==> src/rtl/upc_pkg.sv <==
package upc_pkg;

  localparam int unsigned CableCountDef = 4;

  localparam logic CmdDecode = 1'b0;
  localparam logic CmdEncode = 1'b1;

  localparam logic KindStreamByte = 1'b0;
  localparam logic KindPacket     = 1'b1;

  localparam logic [3:0] CinTwoByteCommon   = 4'h2;
  localparam logic [3:0] CinThreeByteCommon = 4'h3;
  localparam logic [3:0] CinSysexStart      = 4'h4;
  localparam logic [3:0] CinSingleByte      = 4'h5;
  localparam logic [3:0] CinSysexEndTwo     = 4'h6;
  localparam logic [3:0] CinSysexEndThree   = 4'h7;

  localparam logic [7:0] StatusSysexStart   = 8'hF0;
  localparam logic [7:0] StatusTimeCode     = 8'hF1;
  localparam logic [7:0] StatusSongPosition = 8'hF2;
  localparam logic [7:0] StatusSongSelect   = 8'hF3;
  localparam logic [7:0] StatusTuneRequest  = 8'hF6;
  localparam logic [7:0] StatusSysexEnd     = 8'hF7;
  localparam logic [7:0] StatusClock        = 8'hF8;
  localparam logic [7:0] StatusStart        = 8'hFA;
  localparam logic [7:0] StatusContinue     = 8'hFB;
  localparam logic [7:0] StatusStop         = 8'hFC;
  localparam logic [7:0] StatusActiveSense  = 8'hFE;
  localparam logic [7:0] StatusReset        = 8'hFF;

  localparam logic [3:0] NibbleSystem = 4'hF;

  typedef struct packed {
    logic       command;
    logic [7:0] header_byte;
    logic [3:0] cable_number;
    logic [1:0] message_length;
    logic [7:0] first_byte;
    logic [7:0] second_byte;
    logic [7:0] third_byte;
  } upc_item_t;

  typedef struct packed {
    logic            kind;
    logic [3:0]      port;
    logic [1:0]      count;
    logic [2:0][7:0] bytes;
    logic [31:0]     word;
  } upc_run_t;

  function automatic logic [1:0] decode_count(input logic [3:0] cin);
    logic [1:0] n;
    case (cin)
      4'h5, 4'hF:                               n = 2'd1;
      4'h2, 4'h6, 4'hC, 4'hD:                   n = 2'd2;
      4'h3, 4'h4, 4'h7, 4'h8, 4'h9, 4'hA, 4'hB,
      4'hE:                                     n = 2'd3;
      default:                                  n = 2'd0;
    endcase
    return n;
  endfunction

  function automatic logic [3:0] encode_cin(input logic [7:0] status, input logic [1:0] len,
                                            input logic [7:0] d0, input logic [7:0] d1);
    logic [3:0] cin;
    if (status[7] && (status[7:4] != NibbleSystem)) begin
      cin = status[7:4];
    end else begin
      case (status)
        StatusTimeCode, StatusSongSelect: cin = CinTwoByteCommon;
        StatusSongPosition:               cin = CinThreeByteCommon;
        StatusSysexStart:                 cin = CinSysexStart;
        StatusTuneRequest, StatusClock, StatusStart, StatusContinue, StatusStop,
        StatusActiveSense, StatusReset:   cin = CinSingleByte;
        default: begin
          if (len == 2'd2) begin
            cin = (d0 == StatusSysexEnd) ? CinSysexEndTwo : CinTwoByteCommon;
          end else if (len == 2'd3) begin
            cin = (d1 == StatusSysexEnd) ? CinSysexEndThree : CinThreeByteCommon;
          end else begin
            cin = CinSingleByte;
          end
        end
      endcase
    end
    return cin;
  endfunction

endpackage

==> src/rtl/upc_in_stage.sv <==
module upc_in_stage import upc_pkg::*; (
  input  logic      clk_i,
  input  logic      rst_ni,
  input  logic      in_valid_i,
  output logic      in_ready_o,
  input  upc_item_t item_i,
  input  logic      load_i,
  output logic      item_valid_o,
  output upc_item_t item_o
);

  logic      valid_q, valid_d;
  upc_item_t item_q;

  assign in_ready_o   = !valid_q || load_i;
  assign valid_d      = in_ready_o ? in_valid_i : valid_q;
  assign item_valid_o = valid_q;
  assign item_o       = item_q;

  always_ff @(posedge clk_i or negedge rst_ni) begin
    if (!rst_ni) begin
      valid_q <= 1'b0;
    end else begin
      valid_q <= valid_d;
    end
  end

  always_ff @(posedge clk_i) begin
    if (in_valid_i && in_ready_o) begin
      item_q <= item_i;
    end
  end

endmodule

==> src/rtl/upc_pack.sv <==
module upc_pack import upc_pkg::*; #(
  parameter int unsigned CABLE_COUNT = CableCountDef
) (
  input  upc_item_t item_i,
  output upc_run_t  run_o
);

  logic [3:0] dec_cable;
  logic       cable_ok;
  logic [3:0] cin;
  logic [7:0] p2, p3;

  always_comb begin
    dec_cable = item_i.header_byte[7:4];
    cable_ok  = {1'b0, dec_cable} < 5'(CABLE_COUNT);
    cin       = encode_cin(item_i.first_byte, item_i.message_length,
                           item_i.second_byte, item_i.third_byte);
    p2        = (item_i.message_length > 2'd1) ? item_i.second_byte : 8'h00;
    p3        = (item_i.message_length > 2'd2) ? item_i.third_byte : 8'h00;
    if (item_i.command == CmdDecode) begin
      run_o.kind  = KindStreamByte;
      run_o.port  = dec_cable;
      run_o.count = cable_ok ? decode_count(item_i.header_byte[3:0]) : 2'd0;
      run_o.bytes = {item_i.third_byte, item_i.second_byte, item_i.first_byte};
      run_o.word  = 32'h0;
    end else begin
      run_o.kind  = KindPacket;
      run_o.port  = 4'h0;
      run_o.count = (item_i.message_length == 2'd0) ? 2'd0 : 2'd1;
      run_o.bytes = '0;
      run_o.word  = {p3, p2, item_i.first_byte, item_i.cable_number, cin};
    end
  end

endmodule

==> src/rtl/upc_out_stage.sv <==
module upc_out_stage import upc_pkg::*; (
  input  logic       clk_i,
  input  logic       rst_ni,
  input  logic       item_valid_i,
  input  upc_run_t   run_i,
  output logic       load_o,
  output logic       out_valid_o,
  input  logic       out_ready_i,
  output logic       result_kind_o,
  output logic [3:0] port_index_o,
  output logic [7:0] stream_byte_o,
  output logic [31:0] packet_word_o,
  output logic       last_of_run_o
);

  logic       valid_q, valid_d;
  logic [1:0] idx_q, idx_d;
  upc_run_t   run_q;
  logic       take, last;

  always_comb begin
    last    = (idx_q + 2'd1) == run_q.count;
    take    = valid_q && out_ready_i;
    load_o  = !valid_q || (take && last);
    valid_d = valid_q;
    idx_d   = idx_q;
    if (load_o) begin
      valid_d = item_valid_i && (run_i.count != 2'd0);
      idx_d   = 2'd0;
    end else if (take) begin
      idx_d = idx_q + 2'd1;
    end
  end

  always_ff @(posedge clk_i or negedge rst_ni) begin
    if (!rst_ni) begin
      valid_q <= 1'b0;
      idx_q   <= 2'd0;
    end else begin
      valid_q <= valid_d;
      idx_q   <= idx_d;
    end
  end

  always_ff @(posedge clk_i) begin
    if (load_o && item_valid_i) begin
      run_q <= run_i;
    end
  end

  always_comb begin
    case (idx_q)
      2'd0:    stream_byte_o = run_q.bytes[0];
      2'd1:    stream_byte_o = run_q.bytes[1];
      default: stream_byte_o = run_q.bytes[2];
    endcase
  end

  assign out_valid_o   = valid_q;
  assign result_kind_o = run_q.kind;
  assign port_index_o  = run_q.port;
  assign packet_word_o = run_q.word;
  assign last_of_run_o = last;

endmodule

==> src/rtl/usb_midi_event_packet_codec_unit.sv <==
// Each item is registered in the input stage and then in the result register, where its
// first result is presented and can transfer once the receiver is ready.
// Throughput: one item per cycle for items that give at most one result, while the
// receiver accepts them; a decoded packet holds the result register until its stream
// bytes, up to three, are transferred. Items with no result are dropped in the result stage.
// Reset clears the valid flags and the byte index; data registers are not reset.
module usb_midi_event_packet_codec_unit import upc_pkg::*; #(
  parameter int unsigned CABLE_COUNT = CableCountDef
) (
  input  logic        clk_i,
  input  logic        rst_ni,
  input  logic        in_valid_i,
  output logic        in_ready_o,
  input  logic        command_i,
  input  logic [7:0]  header_byte_i,
  input  logic [3:0]  cable_number_i,
  input  logic [1:0]  message_length_i,
  input  logic [7:0]  first_byte_i,
  input  logic [7:0]  second_byte_i,
  input  logic [7:0]  third_byte_i,
  output logic        out_valid_o,
  input  logic        out_ready_i,
  output logic        result_kind_o,
  output logic [3:0]  port_index_o,
  output logic [7:0]  stream_byte_o,
  output logic [31:0] packet_word_o,
  output logic        last_of_run_o
);

  upc_item_t in_item, stage_item;
  upc_run_t  run;
  logic      stage_valid, load;

  assign in_item = '{command:        command_i,
                     header_byte:    header_byte_i,
                     cable_number:   cable_number_i,
                     message_length: message_length_i,
                     first_byte:     first_byte_i,
                     second_byte:    second_byte_i,
                     third_byte:     third_byte_i};

  upc_in_stage u_in_stage (
    .clk_i        (clk_i),
    .rst_ni       (rst_ni),
    .in_valid_i   (in_valid_i),
    .in_ready_o   (in_ready_o),
    .item_i       (in_item),
    .load_i       (load),
    .item_valid_o (stage_valid),
    .item_o       (stage_item)
  );

  upc_pack #(
    .CABLE_COUNT (CABLE_COUNT)
  ) u_pack (
    .item_i (stage_item),
    .run_o  (run)
  );

  upc_out_stage u_out_stage (
    .clk_i         (clk_i),
    .rst_ni        (rst_ni),
    .item_valid_i  (stage_valid),
    .run_i         (run),
    .load_o        (load),
    .out_valid_o   (out_valid_o),
    .out_ready_i   (out_ready_i),
    .result_kind_o (result_kind_o),
    .port_index_o  (port_index_o),
    .stream_byte_o (stream_byte_o),
    .packet_word_o (packet_word_o),
    .last_of_run_o (last_of_run_o)
  );

endmodule

==> config.mk <==
export PLATFORM = sky130hd
export DESIGN_NAME = usb_midi_event_packet_codec_unit
export DESIGN_NICKNAME = d
export VERILOG_FILES = /design/src/rtl/upc_pkg.sv /design/src/rtl/upc_in_stage.sv /design/src/rtl/upc_pack.sv /design/src/rtl/upc_out_stage.sv /design/src/rtl/usb_midi_event_packet_codec_unit.sv
export SDC_FILE = /design/constraint.sdc
export NUM_CORES = 1
export LEC_CHECK = 0
export ABC_AREA = 1
export BUFFER_PORTS_ARGS = -buffer_cell sky130_fd_sc_hd__buf_2
export CAP_MARGIN = 10
export CORE_ASPECT_RATIO = 1.1
export CORE_UTILIZATION = 49
export DETAILED_ROUTE_END_ITERATION = 8
export HOLD_SLACK_MARGIN = 0.15
export MAX_ROUTING_LAYER = met4
export PLACE_DENSITY = 0.75
export SETUP_SLACK_MARGIN = 0.15
export SYNTH_ARGS = -nofsm -noshare
export SYNTH_HDL_FRONTEND = slang
export SYNTH_SLANG_ARGS = --single-unit
==> constraint.sdc <==
create_clock -name clk_i -period 4.4 [get_ports clk_i]
set_input_delay 0 -clock clk_i [delete_from_list [all_inputs] [get_ports clk_i]]
set_output_delay 0 -clock clk_i [all_outputs]
set_load 0.005 [all_outputs]
==> results of run 1 <==
## cell type report
class                      instances  area (µm²)
fill                             699        3422
tap                              114       142.6
timing repair buffer             138       920.9
sequential                       108        3203
inverter                          61       229.0
clock inverter                     5       61.31
multi-input combinational        164       763.2
clock buffer                      11       131.4
## cells in the mapped netlist (all sizes together), types with 3 or more instances
cell	count
a21oi	3
inv	60
nand2	67
buf	37
dfrtp	4
clkbuf	6
a22oi	9
edfxtp	102
nand4	3
nand3	15
o21ai	6
nor2	54
## flip-flops by register name, indices dropped and copies added, names as in the netlist, named ones only
register / cells
u_out_stage.result_kind_o: 1
u_out_stage.packet_word_o: 32
u_out_stage.out_valid_o: 1
u_out_stage.run_q: 26
u_in_stage.item_valid_o: 1
u_in_stage.item_o: 39
u_out_stage.port_index_o: 4
u_out_stage.idx_q: 2
## timing repair
action                    CTS  global route
hold buffers               44             0
hold endpoints to repair   49             0
gates resized for setup     0             0
## path summary, 6_finish.rpt
kind	endpoint	slack [ns]
setup reg to reg	u_out_stage.run_q[33]	1.85
hold reg to reg	u_out_stage.packet_word_o[7]	0.52
setup / recovery	u_out_stage.run_q[33]	1.85
min in group asynchronous	u_out_stage.idx_q[1]	0.53
max in group asynchronous	u_out_stage.out_valid_o	3.70
hold / removal	u_in_stage.item_o[34]	0.33
## routing by layer
metal | part of all wire, % | track usage (%) | vias to the layer above
li1 | - | - | 1405
met1 | 44 | 22.15 | 1347
met2 | 50 | 30.09 | 79
met3 | 4.1 | 3.348 | 16
met4 | 2.1 | 8.047 | 0
met5 | 0 | - | -
## layout by cell type (no fill, tap or decap), drive strengths merged
cell         instances
buf                 94
a22oi                9
inv                 61
nand3               15
a21oi                3
clkinv               1
a31oi                1
dlygate4sd3         44
clkbuf              11
o21ai                6
edfxtp             102
o221ai               1
nand2               67
dfxtp                2
bufinv               1
dfrtp                4
nor2                54
nor4                 2
clkinvlp             3
nand4                3
ha                   2
o21a                 1
## metrics by stage
stage	std cells	setup slack [ns]	total power, mW
2_1_floorplan	376	1.204	2.354
3_3_place_gp	541	1.958	2.574
3_5_place_dp	541	1.847	2.615
4_1_cts	601	1.836	3.229
5_1_grt	601	1.689	3.413
6_report	601	1.852	3.206
## kinds of logic (layout without fill, tap and decap cells)
| logic type | count (synthesis) | in the layout | synth area share [%] |
|---|---|---|---|
| and+or+nand+nor | 141 | 141 | 13.28 |
| buffers and inverters | 104 | 215 | 11.74 |
| DFF | 108 | 108 | 71.41 |
| adders and majority gates | 2 | 2 | 0.5578 |
| AOI/OAI and AO/OA | 21 | 21 | 3.013 |
## power by group
group | switching (mW) | total (mW) | leakage [nW] | internal (mW)
logic | 0.590 | 0.942 | 1.30 | 0.351
clock network | 0.321 | 0.586 | 0.0862 | 0.266
registers | 0.127 | 1.68 | 1.02 | 1.55
total | 1.04 | 3.21 | 2.41 | 2.17
## worst max-delay path: stages, from the launching register on
cell and delay [ns]:
dfrtp_1 0.40, inv_2 0.07, ha_1 0.33, inv_1 0.07, nand2_1 0.05, nand2_1 0.09
nand3_2 0.11, nand2_1 0.09, inv_1 0.09, nor2_4 0.51, buf_4 0.40
==> impl_results.md, run 1 <==
* P&R area growth vs syn at 21.53%
* Synth top area cells: edfxtp_1 68%, buf_4 6.0%, nand2_1 5.2%
* Post-synthesis cell area at 0.004486 mm²
* Design Area, Final at 0.005451 mm²
* Routed WL at 7971 µm
* Period utilisation layout at 57.91%
* Register area share after synthesis at 71.41%
* Gp weighted congestion at a little under 0.9
* DRC viols at 0
* Global route overflow at 0
* Maximum vdd ir drop at about 0.24 mV
* Final nets at 527
* Worst Setup SP: u_out_stage.idx_q[0]
* Worst flop-to-flop path startpoint: u_out_stage.idx_q[0]
* GR Util All Layers at 18.26%
* Clock root buffer master: clkbuf_8
* Cell Pwr Density at 588.1 mW/mm²
* Worst skew pair latency at 0.37 ns
* Predominant post-synthesis flop cell: edfxtp_1
* Top cell type's share of synthesized area at 68.28%
* Hold slack final at 0.3331 ns
* Max Clk Rate at 392.5 MHz
* Pin count of the biggest net entering global routing at 32
* Placement Cell Area at 0.004818 mm²
* Clk_skew at 0.01758 ns
* Post-layout util at 61.44%
* Core area at 0.008874 mm²
* EDFF count, synth at about 100
* Via count at around 2800
* IO buf count at 90
* Hold WC Path Type: input pin to register
* Syn_nets at 421
* Least-Margin Pin Slew at approximately 0.64 ns
* Cell count after synthesis at 376
* Max_slew headroom at ~57%
* First-pass GRT wire length at 12570 µm
* Flop and latch count out of synthesis at roughly 110
* Element type at the critical path start: register
* Clock-pin slew on the worst setup and hold paths at 0.10 ns
* Dominant cell type by area after synthesis: edfxtp_1
* Crit Path Class: register to register
* Max clock buf depth at 2
* Worst Min Path Start: header_byte_i[4]
* Vias in the first global route at 2769
* Clock Sink Count at 108
* Setup Buffers After CTS at 0
* MaxCap Viol Count at 0
* Chip Height at 102.3 µm
* Routed length per placed instance at roughly 13 µm
* CP endpoint kind: register
* Leak Pwr at between 2 and 2.5 nW
* Outcome: finished clean
* Max Slew Vio Count at 0
* Critical Path RT at 4.44 ns
* FP Rows at 36
* Max FO, Critical Path at 25
* RSZ-0062 raised after global routing: false
* Die Area at roughly 0.0095 mm²
* Final Hold Viols at 0
* Die Width at 93.23 µm
* Reg2Reg Depth at 10
* Io pins at just over 90
* Starting density of the core at between 50% and 60%
* Fraction of layout cells with a size suffix above 1 at 24.44%
* Vias per cell at 4.737
* Final setup vio count at 0
* Number of CTS-inserted buffers at 9
* Post-DP HPWL at 5724 µm
* Post-route minimum period at 2.548 ns
* Syn_area_per_cell at between 10 and 15 µm²
* CTS tree: done
* H-Tree Depth at 3
* 1st-iter DRT viols at 137
* Count of cell types in the netlist at 25
* Synthesis Warnings at 0
* Hold Path Depth at 2
* Antenna Nets Post-Route at 0
* Asr flop ratio synth at 3.704%
* Setup TNS at 0 ns
* Pre-antenna DRT Iters at 4
* Initial antenna violation count at 0
* Diode count at 0
* Worst EP arrival at 2.59 ns
Note: power is estimated with default switching activity, not from simulation.
==> run 2: changes to the inputs <==
--- a/config.mk
+++ b/config.mk
@@ -9,11 +9,11 @@
 export BUFFER_PORTS_ARGS = -buffer_cell sky130_fd_sc_hd__buf_2
 export CAP_MARGIN = 10
 export CORE_ASPECT_RATIO = 1.1
-export CORE_UTILIZATION = 49
+export CORE_UTILIZATION = 54
 export DETAILED_ROUTE_END_ITERATION = 8
 export HOLD_SLACK_MARGIN = 0.15
 export MAX_ROUTING_LAYER = met4
-export PLACE_DENSITY = 0.75
+export PLACE_DENSITY = 0.79
 export SETUP_SLACK_MARGIN = 0.15
 export SYNTH_ARGS = -nofsm -noshare
 export SYNTH_HDL_FRONTEND = slang
==> constraint.sdc (replaced) <==
create_clock -name clk_i -period 2.7 [get_ports clk_i]
set_input_delay 0 -clock clk_i [delete_from_list [all_inputs] [get_ports clk_i]]
set_output_delay 0 -clock clk_i [all_outputs]
set_load 0.005 [all_outputs]
==> run 2 against run 1 <==
  * Register-to-register slack got worse by 1.4 ns
  * Utilization rose by 7.2 points
  * Non-clock buffer count rose by 1
  * Via count barely moved
  * Sequential share of layout area fell by 0.39 points
  * Critical path depth did not move
  * Global-route usage rose by 1.7 points
  * Hold slack got worse by 0.0053 ns
  * Die area fell by 9.1%
  * Critical path type unchanged
  * Largest power group unchanged
==> impl_results.md, run 2 (synthesized netlist as in run 1, its figures left out) <==
* Outcome: finished clean
* Antenna Nets Post-Route at 0 (unchanged)
* Worst Setup SP: u_out_stage.idx_q[0]
* Vias in the first global route at 2714 (-2.0%)
* Die Width at 88.90 µm (-4.6%)
* GR Util All Layers at 20.01% (+1.7 points)
* Cell Pwr Density at 966.8 mW/mm² (+64%)
* Commonest non-fill, non-tap cells in the layout: 102 x edfxtp_1, 90 x buf_2, 62 x nand2_1, 57 x inv_1, 53 x nor2_1
* MaxCap Viol Count at 0 (unchanged)
* Setup Buffers After CTS at 0 (unchanged)
* Starting density of the core at 56.09% (+5.5 points)
* Fraction of layout cells with a size suffix above 1 at 25.00% (+0.56 points)
* Worst EP arrival at 2.28 ns (-0.31 ns)
* Crit path cell chain: inv_2 > ha_1 > inv_1 > nand2_1 > nand2_1 > nand3_2 > nand2_1 > inv_1 > nor2_4 > buf_4
* Routed WL at 7799 µm (-2.2%)
* Global route overflow at 0 (unchanged)
* P&R area growth vs syn at 22.34%
* Core area at 0.007998 mm² (-9.9%)
* Number of CTS-inserted buffers at 9 (unchanged)
* Reg area at 0.003203 mm² (unchanged)
* Tot Pwr at 5.305 mW (+65%)
* Critical Path RT at 2.77 ns (-1.67 ns)
* RSZ-0062 raised after global routing: false
* Chip Height at 97.59 µm (-4.6%)
* Maximum vdd ir drop at 0.4739 mV (+100%)
* Clock root buffer master: clkbuf_8
* Slowest-stage cell, CP: dfrtp_1
* DRC viols at 0 (unchanged)
* Max Slew Vio Count at 0 (unchanged)
* Final Hold Viols at 0 (unchanged)
* Clk_skew at 0.01205 ns (-0.005526 ns)
* Post-DP HPWL at 5292 µm (-7.6%)
* Worst flop-to-flop path startpoint: u_out_stage.idx_q[0]
* Worst Min Path Start: first_byte_i[7]
* Crit Path Class: register to register
* Worst slack, placed at 0.5043 ns (-1.342 ns)
* Max FFs per register at 39 (unchanged)
* CTS tree: done
* Design Area, Final at 0.005488 mm² (+0.67%)
* Area of the multi-input gates at 763.2 µm² (unchanged)
* Max FO, Critical Path at 14 (-44%)
* Gp weighted congestion at 0.8376 (-3.2%)
* Setup TNS at 0 ns (unchanged)
* First-pass GRT wire length at 12230 µm (-2.7%)
* IO buf count at 90 (unchanged)
* Worst skew pair latency at 0.37 ns (about the same)
* Pre-antenna DRT Iters at 4 (unchanged)
* Post-layout util at 68.62% (+7.2 points)
* Final setup vio count at 0 (unchanged)
* FP Rows at 34 (-5.6%)
* Most frequent CP cell: nand2_1
* Least-Margin Pin Slew at 0.4947 ns (-0.1478 ns)
* Via count at 2846 (-0.035%)
* Post-route minimum period at 2.207 ns (-0.3405 ns)
* Final nets at 528 (+0.19%)
* Clock-pin slew on the worst setup and hold paths at 0.10 ns (about the same)
* Max_slew headroom at 66.89% (+9.8 points)
* CP endpoint kind: register
* 1st-iter DRT viols at 128 (-6.6%)
* Diode count at 0 (unchanged)
* Vias per cell at 4.775 (+0.80%)
* Initial antenna violation count at 0 (unchanged)
* Commonest non-fill, non-tap cell in the layout: edfxtp_1
* Placement Cell Area at 0.004831 mm² (+0.26%)
* Pin count of the biggest net entering global routing at 44 (+38%)
* Max clock buf depth at 2 (unchanged)
* Routed length per placed instance at 13.09 µm (-1.3%)
* Element type at the critical path start: register
* Leak Pwr at 2.440 nW (+1.3%)
* Setup WS post-layout at 0.4926 ns (-1.359 ns)
* Clock Sink Count at 108 (unchanged)
* Io pins at 91 (unchanged)
* Hold WC Path Type: input pin to register
* Max Clk Rate at 453.0 MHz (+15%)
* H-Tree Depth at 3 (unchanged)
* Period utilisation layout at 81.76% (+24 points)
* Fillers at 589 (-16%)
* Largest stage delay on the critical path at 0.40 ns (-0.11 ns)
* Die Area at 0.008676 mm² (-9.1%)
[run 2: changes by cell type in the layout (fill, tap and decap cells not counted), sizes merged]
cell	before	now
clkinvlp	3	0
clkbuf	11	9
buf	94	95
clkinv	1	4
inv	61	63
[run 2: critical path: cells and delay by family, from the launching register on]
family	cells	cell delay [ns]
fa+ha+maj	1	0.32
buf+inv	4	0.53
flops	1	0.40
simple gates	5	0.66
[run 2: final timing paths]
path | endpoint | slack [ns] | cells after the start
max | u_out_stage.port_index_o[0] | 0.49 | 10
min | u_in_stage.item_o[23] | 0.33 | 2
max reg2reg | u_out_stage.port_index_o[0] | 0.49 | 10
min reg2reg | u_out_stage.packet_word_o[4] | 0.51 | 2
max in group asynchronous | u_out_stage.out_valid_o | 1.98 | 3
min in group asynchronous | u_out_stage.idx_q[1] | 0.53 | 3
[run 2: where the power goes]
| group | internal, mW | total [mW] | switching (mW) |
|---|---|---|---|
| Clock | 0.453 | 1.03 | 0.578 |
| Combinational | 0.596 | 1.56 | 0.965 |
| Sequential | 2.52 | 2.71 | 0.190 |
[run 2: layout make-up]
| type | instances | area share (%) |
|---|---|---|
| clock buffer | 9 | 2.257 |
| clock inverter | 7 | 1.687 |
| inverter | 61 | 4.172 |
| multi-input combinational | 164 | 13.91 |
| sequential | 108 | 58.37 |
| tap | 108 | 2.462 |
| timing repair buffer | 139 | 17.15 |
[run 2: routing by layer]
metal | vias to the layer above | global-route usage, % | wire, µm
li1 | 1407 | - | -
met1 | 1338 | 24.87 | 3274
met2 | 81 | 31.72 | 4012
met3 | 20 | 4.503 | 343
met4 | 0 | 7.940 | 169
met5 | - | - | 0
[run 2: timing repair]
item	in CTS	in global routing
hold buffers	44	0
resized for setup	0	0
hold endpoints to repair	49	0
[run 2: stage by stage]
step / std cells / hold slack (ns)
final: 596 / 0.3278
after global routing: 596 / 0.3172
after CTS: 596 / 0.3166
after detailed placement: 536 / -0.1857
after global placement: 536 / -0.1909
after floorplan: 376 / -0.2956
